--- src/sv/gdad_pkg.sv ---
// Shared types, constants, calendar helpers and the control store of the date adder.
package gdad_pkg;

  localparam int unsigned YearW  = 14;
  localparam int unsigned MonthW = 4;
  localparam int unsigned DayW   = 5;
  localparam int unsigned AddW   = 15;
  // Years can run about a hundred past the 14-bit field before the output keeps only its low 14 bits.
  localparam int unsigned YearIntW = YearW + 1;
  // Largest remainder is 31 + 335 + 32767, which fits in 16 bits.
  localparam int unsigned RemW   = 16;
  localparam int unsigned PcW    = 4;
  localparam int unsigned ArgW   = 3;

  localparam logic [YearW-1:0]  Cycle400   = YearW'(400);
  localparam logic [8:0]        Cent1      = 9'd100;
  localparam logic [8:0]        Cent2      = 9'd200;
  localparam logic [8:0]        Cent3      = 9'd300;
  localparam logic [8:0]        LastOfCycle = 9'd399;
  localparam logic [MonthW-1:0] MonthJan   = MonthW'(1);
  localparam logic [MonthW-1:0] MonthFeb   = MonthW'(2);
  localparam logic [MonthW-1:0] MonthApr   = MonthW'(4);
  localparam logic [MonthW-1:0] MonthJun   = MonthW'(6);
  localparam logic [MonthW-1:0] MonthSep   = MonthW'(9);
  localparam logic [MonthW-1:0] MonthNov   = MonthW'(11);
  localparam logic [MonthW-1:0] MonthDec   = MonthW'(12);
  localparam logic [DayW-1:0]   Len28      = DayW'(28);
  localparam logic [DayW-1:0]   Len29      = DayW'(29);
  localparam logic [DayW-1:0]   Len30      = DayW'(30);
  localparam logic [DayW-1:0]   Len31      = DayW'(31);

  typedef enum logic [2:0] {
    OP_WAIT,   // take an item; jump when the month is invalid
    OP_MOD,    // conditional subtract of 400 << arg from the year residue
    OP_SUM,    // add lengths of the months before the start month
    OP_ADD,    // add the day count and restart at January
    OP_SUB,    // peel off one month per cycle
    OP_OUT     // hand the result to the output register
  } op_e;

  typedef struct packed {
    op_e             op;
    logic [ArgW-1:0] arg;
    logic [PcW-1:0]  nxt;
  } uword_t;

  localparam logic [PcW-1:0] PcWait = PcW'(0);
  localparam logic [PcW-1:0] PcOut  = PcW'(10);

  function automatic uword_t ucode(input logic [PcW-1:0] pc);
    uword_t w;
    w = '{op: OP_OUT, arg: '0, nxt: PcWait};
    case (pc)
      PcW'(0):  w = '{op: OP_WAIT, arg: ArgW'(0), nxt: PcOut};
      PcW'(1):  w = '{op: OP_MOD,  arg: ArgW'(5), nxt: PcW'(2)};
      PcW'(2):  w = '{op: OP_MOD,  arg: ArgW'(4), nxt: PcW'(3)};
      PcW'(3):  w = '{op: OP_MOD,  arg: ArgW'(3), nxt: PcW'(4)};
      PcW'(4):  w = '{op: OP_MOD,  arg: ArgW'(2), nxt: PcW'(5)};
      PcW'(5):  w = '{op: OP_MOD,  arg: ArgW'(1), nxt: PcW'(6)};
      PcW'(6):  w = '{op: OP_MOD,  arg: ArgW'(0), nxt: PcW'(7)};
      PcW'(7):  w = '{op: OP_SUM,  arg: ArgW'(0), nxt: PcW'(8)};
      PcW'(8):  w = '{op: OP_ADD,  arg: ArgW'(0), nxt: PcW'(9)};
      PcW'(9):  w = '{op: OP_SUB,  arg: ArgW'(0), nxt: PcOut};
      PcW'(10): w = '{op: OP_OUT,  arg: ArgW'(0), nxt: PcWait};
      default:  w = '{op: OP_OUT,  arg: ArgW'(0), nxt: PcWait};
    endcase
    return w;
  endfunction

  // The residue is the year modulo 400, so it also settles the rules for 4 and 100.
  function automatic logic is_leap(input logic [8:0] ymod);
    return (ymod[1:0] == 2'b00) && (ymod != Cent1) && (ymod != Cent2) && (ymod != Cent3);
  endfunction

  function automatic logic [DayW-1:0] month_len(input logic [MonthW-1:0] m, input logic leap);
    logic [DayW-1:0] len;
    len = Len31;
    case (m)
      MonthFeb: len = leap ? Len29 : Len28;
      MonthApr: len = Len30;
      MonthJun: len = Len30;
      MonthSep: len = Len30;
      MonthNov: len = Len30;
      default:  len = Len31;
    endcase
    return len;
  endfunction

endpackage

--- src/sv/gregorian_date_add_days.sv ---
// Top level of the date adder: a microcoded sequencer over a small date datapath.
//
//   channel | direction | handshake              | payload
//   --------+-----------+------------------------+-------------------------------------------
//   in      | input     | in_valid_i / in_ready_o | start_year, start_month, start_day, days_to_add
//   out     | output    | out_valid_o / out_ready_i | result_year, result_month, result_day, bad_month
//
// An item goes from the wait step through the year-residue, month-sum, add and subtract steps to
// the output step. The subtract step peels off N months, one per cycle: N is the number of whole
// months stepped over from January of the start year and reaches about 1100 for the largest day
// count. An invalid month jumps from the wait step to the output step. Reset clears the program
// counter and the output valid flag. The result sits in an output register, so a new item is
// taken while it waits; the sequencer stalls in its output step only if that register is full.
module gregorian_date_add_days (
  input  logic                          clk_i,
  input  logic                          rst_ni,
  input  logic                          in_valid_i,
  output logic                          in_ready_o,
  input  logic [gdad_pkg::YearW-1:0]    start_year_i,
  input  logic [gdad_pkg::MonthW-1:0]   start_month_i,
  input  logic [gdad_pkg::DayW-1:0]     start_day_i,
  input  logic [gdad_pkg::AddW-1:0]     days_to_add_i,
  output logic                          out_valid_o,
  input  logic                          out_ready_i,
  output logic [gdad_pkg::YearW-1:0]    result_year_o,
  output logic [gdad_pkg::MonthW-1:0]   result_month_o,
  output logic [gdad_pkg::DayW-1:0]     result_day_o,
  output logic                          bad_month_o
);

  logic [gdad_pkg::PcW-1:0]      pc_q, pc_d;
  logic [gdad_pkg::YearIntW-1:0] year_q, year_d;
  logic [gdad_pkg::YearW-1:0]    ymod_q, ymod_d;
  logic [gdad_pkg::MonthW-1:0]   month_q, month_d;
  logic [gdad_pkg::MonthW-1:0]   m_q, m_d;
  logic [gdad_pkg::RemW-1:0]     rem_q, rem_d;
  logic [gdad_pkg::AddW-1:0]     add_q, add_d;
  logic                          bad_q, bad_d;

  logic                          ovalid_q, ovalid_d;
  logic [gdad_pkg::YearW-1:0]    oyear_q, oyear_d;
  logic [gdad_pkg::MonthW-1:0]   omonth_q, omonth_d;
  logic [gdad_pkg::DayW-1:0]     oday_q, oday_d;
  logic                          obad_q, obad_d;

  gdad_pkg::uword_t              uw;
  logic                          leap;
  logic [gdad_pkg::DayW-1:0]     mlen;
  logic [gdad_pkg::YearW:0]      mod_sub;
  logic                          slot_free;
  logic                          in_bad;

  assign uw        = gdad_pkg::ucode(pc_q);
  assign leap      = gdad_pkg::is_leap(ymod_q[8:0]);
  assign mlen      = gdad_pkg::month_len(m_q, leap);
  assign mod_sub   = (gdad_pkg::YearW+1)'(gdad_pkg::Cycle400) << uw.arg;
  assign slot_free = !ovalid_q || out_ready_i;
  assign in_bad    = (start_month_i < gdad_pkg::MonthJan) || (start_month_i > gdad_pkg::MonthDec);
  assign in_ready_o = (uw.op == gdad_pkg::OP_WAIT);

  always_comb begin
    pc_d     = pc_q;
    year_d   = year_q;
    ymod_d   = ymod_q;
    month_d  = month_q;
    m_d      = m_q;
    rem_d    = rem_q;
    add_d    = add_q;
    bad_d    = bad_q;
    ovalid_d = ovalid_q && !out_ready_i;
    oyear_d  = oyear_q;
    omonth_d = omonth_q;
    oday_d   = oday_q;
    obad_d   = obad_q;

    case (uw.op)
      gdad_pkg::OP_WAIT: begin
        if (in_valid_i) begin
          year_d  = gdad_pkg::YearIntW'(start_year_i);
          ymod_d  = start_year_i;
          month_d = start_month_i;
          m_d     = gdad_pkg::MonthJan;
          rem_d   = gdad_pkg::RemW'(start_day_i);
          add_d   = days_to_add_i;
          bad_d   = in_bad;
          pc_d    = in_bad ? uw.nxt : pc_q + gdad_pkg::PcW'(1);
        end
      end
      gdad_pkg::OP_MOD: begin
        if ({1'b0, ymod_q} >= mod_sub) begin
          ymod_d = ymod_q - gdad_pkg::YearW'(mod_sub);
        end
        pc_d = uw.nxt;
      end
      gdad_pkg::OP_SUM: begin
        if (m_q < month_q) begin
          rem_d = rem_q + gdad_pkg::RemW'(mlen);
          m_d   = m_q + gdad_pkg::MonthW'(1);
        end else begin
          pc_d = uw.nxt;
        end
      end
      gdad_pkg::OP_ADD: begin
        rem_d = rem_q + gdad_pkg::RemW'(add_q);
        m_d   = gdad_pkg::MonthJan;
        pc_d  = uw.nxt;
      end
      gdad_pkg::OP_SUB: begin
        if (rem_q > gdad_pkg::RemW'(mlen)) begin
          rem_d = rem_q - gdad_pkg::RemW'(mlen);
          if (m_q == gdad_pkg::MonthDec) begin
            m_d    = gdad_pkg::MonthJan;
            year_d = year_q + gdad_pkg::YearIntW'(1);
            ymod_d = (ymod_q[8:0] == gdad_pkg::LastOfCycle) ? '0
                                                            : ymod_q + gdad_pkg::YearW'(1);
          end else begin
            m_d = m_q + gdad_pkg::MonthW'(1);
          end
        end else begin
          pc_d = uw.nxt;
        end
      end
      gdad_pkg::OP_OUT: begin
        if (slot_free) begin
          ovalid_d = 1'b1;
          oyear_d  = year_q[gdad_pkg::YearW-1:0];
          omonth_d = bad_q ? month_q : m_q;
          oday_d   = rem_q[gdad_pkg::DayW-1:0];
          obad_d   = bad_q;
          pc_d     = uw.nxt;
        end
      end
      default: begin
        pc_d = gdad_pkg::PcWait;
      end
    endcase
  end

  always_ff @(posedge clk_i or negedge rst_ni) begin
    if (!rst_ni) begin
      pc_q     <= gdad_pkg::PcWait;
      ovalid_q <= 1'b0;
    end else begin
      pc_q     <= pc_d;
      ovalid_q <= ovalid_d;
    end
  end

  always_ff @(posedge clk_i) begin
    year_q   <= year_d;
    ymod_q   <= ymod_d;
    month_q  <= month_d;
    m_q      <= m_d;
    rem_q    <= rem_d;
    add_q    <= add_d;
    bad_q    <= bad_d;
    oyear_q  <= oyear_d;
    omonth_q <= omonth_d;
    oday_q   <= oday_d;
    obad_q   <= obad_d;
  end

  assign out_valid_o    = ovalid_q;
  assign result_year_o  = oyear_q;
  assign result_month_o = omonth_q;
  assign result_day_o   = oday_q;
  assign bad_month_o    = obad_q;

endmodule

--- config.mk ---
export PLATFORM = sky130hd
export DESIGN_NAME = gregorian_date_add_days
export DESIGN_NICKNAME = d
export VERILOG_FILES = /design/src/sv/gdad_pkg.sv /design/src/sv/gregorian_date_add_days.sv
export SDC_FILE = /design/constraint.sdc
export NUM_CORES = 1
export LEC_CHECK = 0
export BUFFER_PORTS_ARGS = -buffer_cell sky130_fd_sc_hd__buf_2
export CAP_MARGIN = 20
export CORE_ASPECT_RATIO = 0.6
export CORE_MARGIN = 2
export CORE_UTILIZATION = 45
export CTS_BUF_LIST = sky130_fd_sc_hd__clkbuf_16
export CTS_CLUSTER_SIZE = 8
export DETAILED_ROUTE_END_ITERATION = 12
export GPL_TIMING_DRIVEN = 0
export PLACE_DENSITY = 0.68
export SLEW_MARGIN = 20
export SYNTH_ARGS = -nofsm -noshare
export SYNTH_HDL_FRONTEND = slang
export SYNTH_SLANG_ARGS = --single-unit
--- constraint.sdc ---
create_clock -name clk_i -period 5.7 [get_ports clk_i]
set_input_delay 0.285 -clock clk_i [delete_from_list [all_inputs] [get_ports clk_i]]
set_output_delay 0.285 -clock clk_i [all_outputs]
set_load 0.05 [all_outputs]
* Word-level counts from Yosys, hierarchy flattened *
Memories as Yosys holds them, arrays and structs flattened.
Cells that the tools add are included.

word-level totals
  memories kept = 1
  register bits after elaboration = 98
  output and inout bits = 26
  input port bits = 42
  memory bits (read-only) = 160
  logic and storage cells = 102

operators by class
  shift operators = 1
  $add $sub $neg = 8
  order comparisons = 5
  reductions and logical operators = 21
  multiplexer cells = 30
  eq/ne operators = 23

memory list
  memory            words  width  read ports  clocked after Yosys merged registers in  wr ports  RTL line        RTL
  (name not given)  16     10     1           0                                        0         gdad_pkg.sv:53  case (pc)

operators by type and width
  kind                     count
  $mux W14                 5
  $pmux W16 S4             1
  $mux W16                 3
  $mux W15                 3
  $pmux W14 S3             1
  $mux W4                  10
  $pmux W15 S2             1
  $pmux W4 S5              1
  $add A16 B15 Y16         1
  $add A16 B5 Y16          1
  $gt A16 B5 Y1            1
  $ne A2 B2 Y1 const B     8
  $pmux W4 S4              1
  $sub A16 B5 Y16          1
  $add A15 B1 Y15 const B  1
  $ge A14 B15 Y1           1
  $shl A9 B3 Y15 const A   1
  $add A14 B1 Y14 const B  1
  $sub A14 B14 Y14         1
  $eq A4 B4 Y1 const B     3
  $reduce_and A4 Y1        3
  $eq A9 B9 Y1 const B     1
  $ne A9 B7 Y1 const B     1
  $ne A9 B8 Y1 const B     1
  other kinds (24)         36

* Longest topological paths before layout *
  depth after elaboration = 9
  mapped depth = 17

* Worst setup path after synthesis *
OpenSTA, ideal clock, no wires.

  path type = reg2reg
  start point = register ymod_q[4] (netlist name)
  end point = register ymod_q[0] (netlist name) (enable)
  library setup time = 0.384 ns
  cell stages (with the launch flop) = 15
  slack = 2.017 ns
  arrival time = 3.299 ns
  buffers on the path = 1
  data required time = 5.316 ns
  cell sequence = edfxtp_1 -> buf_2 -> nor4b_1 -> mux2i_1 -> o21ai_0 -> a21oi_1 -> o21a_1 -> ha_1 -> fa_1 -> nand4b_1 -> a21oi_1 -> nand4bb_2 -> o22a_2 -> nand4_1 -> nor2_1

between the ends
  longest elaborated chain between the ends = 9
  elaborated cells on any way between the ends = 13

RTL lines
  element                                 RTL line                        RTL
  start, declared                         gregorian_date_add_days.sv:33   logic [gdad_pkg::YearW-1:0] ymod_q, ymod_d;
  start signal, assigned                  gregorian_date_add_days.sv:151  ymod_q <= ymod_d;
  $ne A9 B7 Y1                            gdad_pkg.sv:72                  return (ymod[1:0] == 2'b00) && (ymod != Cent1) && (ymod != Cent2) && (ymod != Cent3);
  $logic_and A1 B1 Y1 (3 in a row)        gdad_pkg.sv:72
  $mux W1                                 gdad_pkg.sv:79                  MonthFeb: len = leap ? Len29 : Len28;
  $pmux W2 S2                             gdad_pkg.sv:78                  case (m)
  $gt A16 B5 Y1                           gregorian_date_add_days.sv:109  if (rem_q > gdad_pkg::RemW'(mlen)) begin
  $ne A2 B2 Y1 (no source line)           --
  $reduce_and A5 Y1 (no source line) (*)  --

Mark *: on every way between the ends. The rest lies on a longest branch, timed or not.
A chain may end at the register's enable or synchronous reset.

* Worst setup path in the final report *
  start point = register pc_q[0] (netlist name)
  end point = register rem_q[11] (netlist name), data pin

between the ends
  longest elaborated chain between the ends = 3
  elaborated cells on any way between the ends = 6

RTL lines
  element                               RTL line                        RTL
  start, declared                       gregorian_date_add_days.sv:31   logic [gdad_pkg::PcW-1:0] pc_q, pc_d;
  start signal, assigned                gregorian_date_add_days.sv:141  pc_q <= gdad_pkg::PcWait;
  start signal, assigned                gregorian_date_add_days.sv:144  pc_q <= pc_d;
  $mem_v2 Z16 W10 (*)                   --
  $eq A3 B3 Y1 (tied with other cells)  gregorian_date_add_days.sv:76   case (uw.op)
  $pmux W16 S4 (*)                      gregorian_date_add_days.sv:76
  named net rem_d (one bit)             gregorian_date_add_days.sv:36   logic [gdad_pkg::RemW-1:0] rem_q, rem_d;
  end signal, assigned                  gregorian_date_add_days.sv:154  rem_q <= rem_d;
  end, declared                         gregorian_date_add_days.sv:36

The timed path passes the listed nets; every way through them passes the cells marked *.

==> results_tabular.tex <==
\begin{tabular}{lr}
\hline
Metric & Value \\
\hline
\multicolumn{2}{l}{\textbf{Outcome}} \\
\quad Status & completed \\
\multicolumn{2}{l}{\textbf{Yosys}} \\
\quad Post-Synthesis Cells & $\sim$630 \\
\quad Number of warnings reported in the yosys synthesis log & 0 \\
\quad Sequential element share of the synthesized area & 0.451 \\
\quad Largest family of logic cells by synthesized area & compound AO/OA/AOI/OAI gates \\
\quad Main flop type after synthesis & sky130\_fd\_sc\_hd\_\_edfxtp\_1 \\
\quad EDFF count, synth & just over 90 \\
\quad Synth Area in XOR/XNOR & 0.0752 \\
\quad Async set-reset flop share out of synthesis & 0.0515 \\
\quad Share of synthesized cell area in and, or, nand and nor gates & 0.160 \\
\quad Syn Std Cell Area & between 6000 and 7000 um2 \\
\quad Post-synthesis adder-cell area fraction & 0.0960 \\
\quad Post-Syn Nets & around 700 \\
\quad Post-synthesis compound-gate area fraction & 0.164 \\
\quad Seq cells post-synth & between 90 and 100 \\
\quad Mux contribution to synthesized area & 0.0213 \\
\quad Number of distinct library cells after synthesis & 68 \\
\quad Average footprint of a synthesized cell & around 10 um2 \\
\multicolumn{2}{l}{\textbf{Finish}} \\
\quad Layout Nets & 798 \\
\quad Fillcell total & roughly 1200 \\
\quad Count of inserted antenna diode cells & 0 \\
\quad Share of post-route cells with drive strength above 1 & 0.164 \\
\quad Area Growth Syn to Fin & 14.2\% \\
\multicolumn{2}{l}{\textbf{Routing}} \\
\quad DR WL/cell & around 18 um \\
\quad Number of search-and-repair iterations in the first detailed-routing pass & 5 \\
\quad Antenna-violating nets left & 0 \\
\quad Number of DRC violations after detailed routing & 0 \\
\quad Drt initial violations & approximately 460 \\
\quad Sum of routed wire length over all layers & around 16 mm \\
\quad Post-DR vias/cell & $\sim$5.8 \\
\quad Via Count & 5207 \\
\multicolumn{2}{l}{\textbf{Floorplanning}} \\
\quad Number of core rows & 33 \\
\quad Initial standard-cell utilization of the core & 0.465 \\
\quad Count of boundary I/O pins & 68 \\
\quad Overall die height & 96.4 um \\
\quad Die area & approximately 15000 um2 \\
\quad Die X & 158 um \\
\quad Core Footprint & $\sim$14000 um2 \\
\multicolumn{2}{l}{\textbf{GRT}} \\
\quad Total Routing Usage GR & 0.216 \\
\quad Antenna violations before repair & 0 \\
\quad Vias in the first global route & between 4000 and 5000 \\
\quad Wire length of the first global-routing pass & 25.0 mm \\
\quad Maximum number of pins on one net before global-route repair & 25 \\
\quad Congestion Overflow GR & 0 \\
\multicolumn{2}{l}{\textbf{Timing}} \\
\quad Post-layout minimum cycle time & about 4.4 ns \\
\quad Total of endpoints with negative setup slack in the final report & 0 \\
\quad Post-route clock skew & 0.0121 ns \\
\quad Max-slew violations & 0 \\
\quad Aggregate negative setup slack & 0 ns \\
\quad Final hold vios & 0 \\
\quad Setup repair after global routing missed its margin & false \\
\quad Achievable frequency & between 200 and 250 MHz \\
\quad Worst-case hold slack & roughly 0.11 ns \\
\quad Transition time at the pin with the least slew margin & around 1.0 ns \\
\quad Worst slew margin & 0.315 \\
\quad Fraction of the cycle the final worst path needs & 0.774 \\
\multicolumn{2}{l}{\textbf{Setup path}} \\
\quad Required time at the worst-slack endpoint & 5.78 ns \\
\quad Depth of the most critical reg-to-reg path & 15 \\
\quad Element type at the critical path end & register \\
\quad Reg2Reg Launch Point & pc\_q[0] \\
\quad Kind of start point of the critical path & register \\
\quad Crit-path max FO & 10 \\
\quad Crit path kind & register to register \\
\quad Reg-to-reg endpoint & rem\_q[11] \\
\quad Minimum setup slack among reg-to-reg paths & 1.29 ns \\
\quad Worst Path Arrival & 4.49 ns \\
\multicolumn{2}{l}{\textbf{Placed design}} \\
\quad Final weighted congestion of routability-driven global placement & 0.945 \\
\quad Number of buffer cells added on primary ports & 67 \\
\quad DP Wirelength & 11.9 mm \\
\multicolumn{2}{l}{\textbf{Clocking}} \\
\quad Clk slew on worst S/H paths & approximately 0.070 ns \\
\quad Max H-tree Level & 3 \\
\quad Worst-Skew Late Latency & about 0.35 ns \\
\quad Clock tree from TritonCTS & built \\
\quad Number of instances resized during post-cts repair & 0 \\
\quad Buffer count from post-CTS setup fixing & 0 \\
\quad CTS Root Buffer Type & sky130\_fd\_sc\_hd\_\_clkbuf\_16 \\
\quad Cts-stage hold buffer count & 1 \\
\quad Maximum root-to-sink buffer count & 2 \\
\quad Clock net sink count & 97 \\
\quad Clock buffer count from CTS & 9 \\
\multicolumn{2}{l}{\textbf{Worst hold path}} \\
\quad Worst Hold Path Cells & 1 \\
\quad Beginning of the worst hold path & days\_to\_add\_i[4] \\
\quad Hold Path Sink & add\_q[4] \\
\quad Classification of the worst-slack hold path & input port to register \\
\multicolumn{2}{l}{\textbf{Job}} \\
\quad Max-cap violation count & 0 \\
\multicolumn{2}{l}{\textbf{Power}} \\
\quad Power density of the placed cells & about 700 nW/um2 \\
\quad Largest voltage drop on the vdd net & 0.448 mV \\
\quad Static leakage & about 2.8 nW \\
\hline
\end{tabular}
## stage by stage
step / total power, mW / instance area, um2 / util / cells / setup WS, ns
6_report: 5.03 / 7320 / 0.531 / 905 / 1.29
4_1_cts: 5.00 / 7320 / 0.531 / 905 / 1.31
3_5_place_dp: 4.34 / 7000 / 0.507 / 888 / 1.33
3_3_place_gp: 4.25 / 6990 / 0.507 / 888 / 1.23
5_1_grt: 5.40 / 7320 / 0.531 / 905 / 0.878
2_1_floorplan: 3.63 / 6410 / - / 629 / 2.02
## layout by cell type, fill, tap and decap left out, drive strengths merged, types with 8 or more instances in the layout
master,netlist,routed
nand3,25,25
edfxtp,92,92
xor2,27,27
ha,46,46
o21ai,45,45
o22ai,14,14
xnor2,28,28
and3,8,8
nor2,35,35
o221ai,10,10
inv,30,33
mux2i,8,8
clkbuf,13,22
buf,9,76
a21oi,38,38
a21o,10,10
nor3,13,13
nor2b,21,21
nand2,66,66
## registers in the layout (all words and copies together) (netlist names)
register and flops:
add_q 15, bad_month_o 1, bad_q 1, m_q 4
month_q 4, out_valid_o 1, pc_q 4, rem_q 16
result_day_o 5, result_month_o 4, result_year_o 14, year_q 14
ymod_q 14
## cells in the mapped netlist (12+ instances only)
cell                       instances  share of area
sky130_fd_sc_hd__a21oi_1          38          0.030
sky130_fd_sc_hd__clkbuf_1         12         0.0070
sky130_fd_sc_hd__edfxtp_1         92           0.43
sky130_fd_sc_hd__ha_1             46          0.090
sky130_fd_sc_hd__inv_1            30          0.018
sky130_fd_sc_hd__nand2_1          66          0.039
sky130_fd_sc_hd__nand3_1          25          0.020
sky130_fd_sc_hd__nor2_1           35          0.020
sky130_fd_sc_hd__nor2b_1          21          0.020
sky130_fd_sc_hd__o21ai_0          44          0.034
sky130_fd_sc_hd__o22ai_1          13          0.013
sky130_fd_sc_hd__xnor2_1          28          0.038
sky130_fd_sc_hd__xor2_1           27          0.037
## power by group
group	switching [mW]	internal [mW]	total, mW
registers	0.256	1.23	1.48
logic	1.85	1.06	2.91
clock network	0.290	0.349	0.639
## worst max path at each step
| stage | start | end | slack (ns) | cells past startpoint |
|---|---|---|---|---|
| floorplan | ymod_q[4] | ymod_q[0] | 2.02 | 14 |
| finish | pc_q[0] | rem_q[11] | 1.29 | 15 |
| CTS | pc_q[0] | rem_q[11] | 1.31 | 15 |
| global route | pc_q[0] | rem_q[11] | 0.88 | 15 |
| global placement | ymod_q[4] | ymod_q[4] | 1.23 | 14 |
| detailed placement | pc_q[0] | rem_q[11] | 1.33 | 15 |
## worst max-delay path: stages, from the launching register on
cell and delay, ns:
sky130_fd_sc_hd__dfrtp_1 0.44, sky130_fd_sc_hd__inv_1 0.11, sky130_fd_sc_hd__ha_1 0.27, sky130_fd_sc_hd__buf_4 0.20
sky130_fd_sc_hd__nor2_1 0.14, sky130_fd_sc_hd__a21oi_1 0.09, sky130_fd_sc_hd__o22a_1 0.36, sky130_fd_sc_hd__clkbuf_1 0.31
sky130_fd_sc_hd__or2_2 0.35, sky130_fd_sc_hd__ha_1 0.33, sky130_fd_sc_hd__o21ai_0 0.12, sky130_fd_sc_hd__o21ai_0 0.55
sky130_fd_sc_hd__a41oi_1 0.27, sky130_fd_sc_hd__o21ai_0 0.28, sky130_fd_sc_hd__xnor2_1 0.19, sky130_fd_sc_hd__o22ai_1 0.13
## per-layer routing
metal	global-route usage	vias up	part of all wire
met1	0.346	2494	0.53
met4	0.0450	0	0.0056
li1	-	2491	-
met5	0	-	0
met2	0.297	213	0.39
met3	0.0401	9	0.081
## area by class of cell
| type | count | area, um2 | share of cell area |
|---|---|---|---|
| inverters | 30 | 113 | 0.0154 |
| clock buffers | 9 | 225 | 0.0308 |
| flip-flops and latches | 97 | 2890 | 0.395 |
| multi-input cells | 480 | 3320 | 0.454 |
| repair buffers | 68 | 345 | 0.0472 |
| plain buffers | 22 | 98.8 | 0.0135 |
| clock inverters | 7 | 86.3 | 0.0118 |
| well taps | 192 | 240 | 0.0328 |
## cells by family (layout without fill, tap and decap cells)
| family | Yosys count | count (layout) |
|---|---|---|
| AOI/OAI and AO/OA | 162 | 162 |
| DFF | 97 | 97 |
| xor gates and xnor gates | 55 | 55 |
| and+or+nand+nor | 202 | 202 |
| buffers and inverters | 52 | 136 |
| adders and majority gates | 48 | 48 |
| muxes | 13 | 13 |
Power figures use the tool's default switching activity.
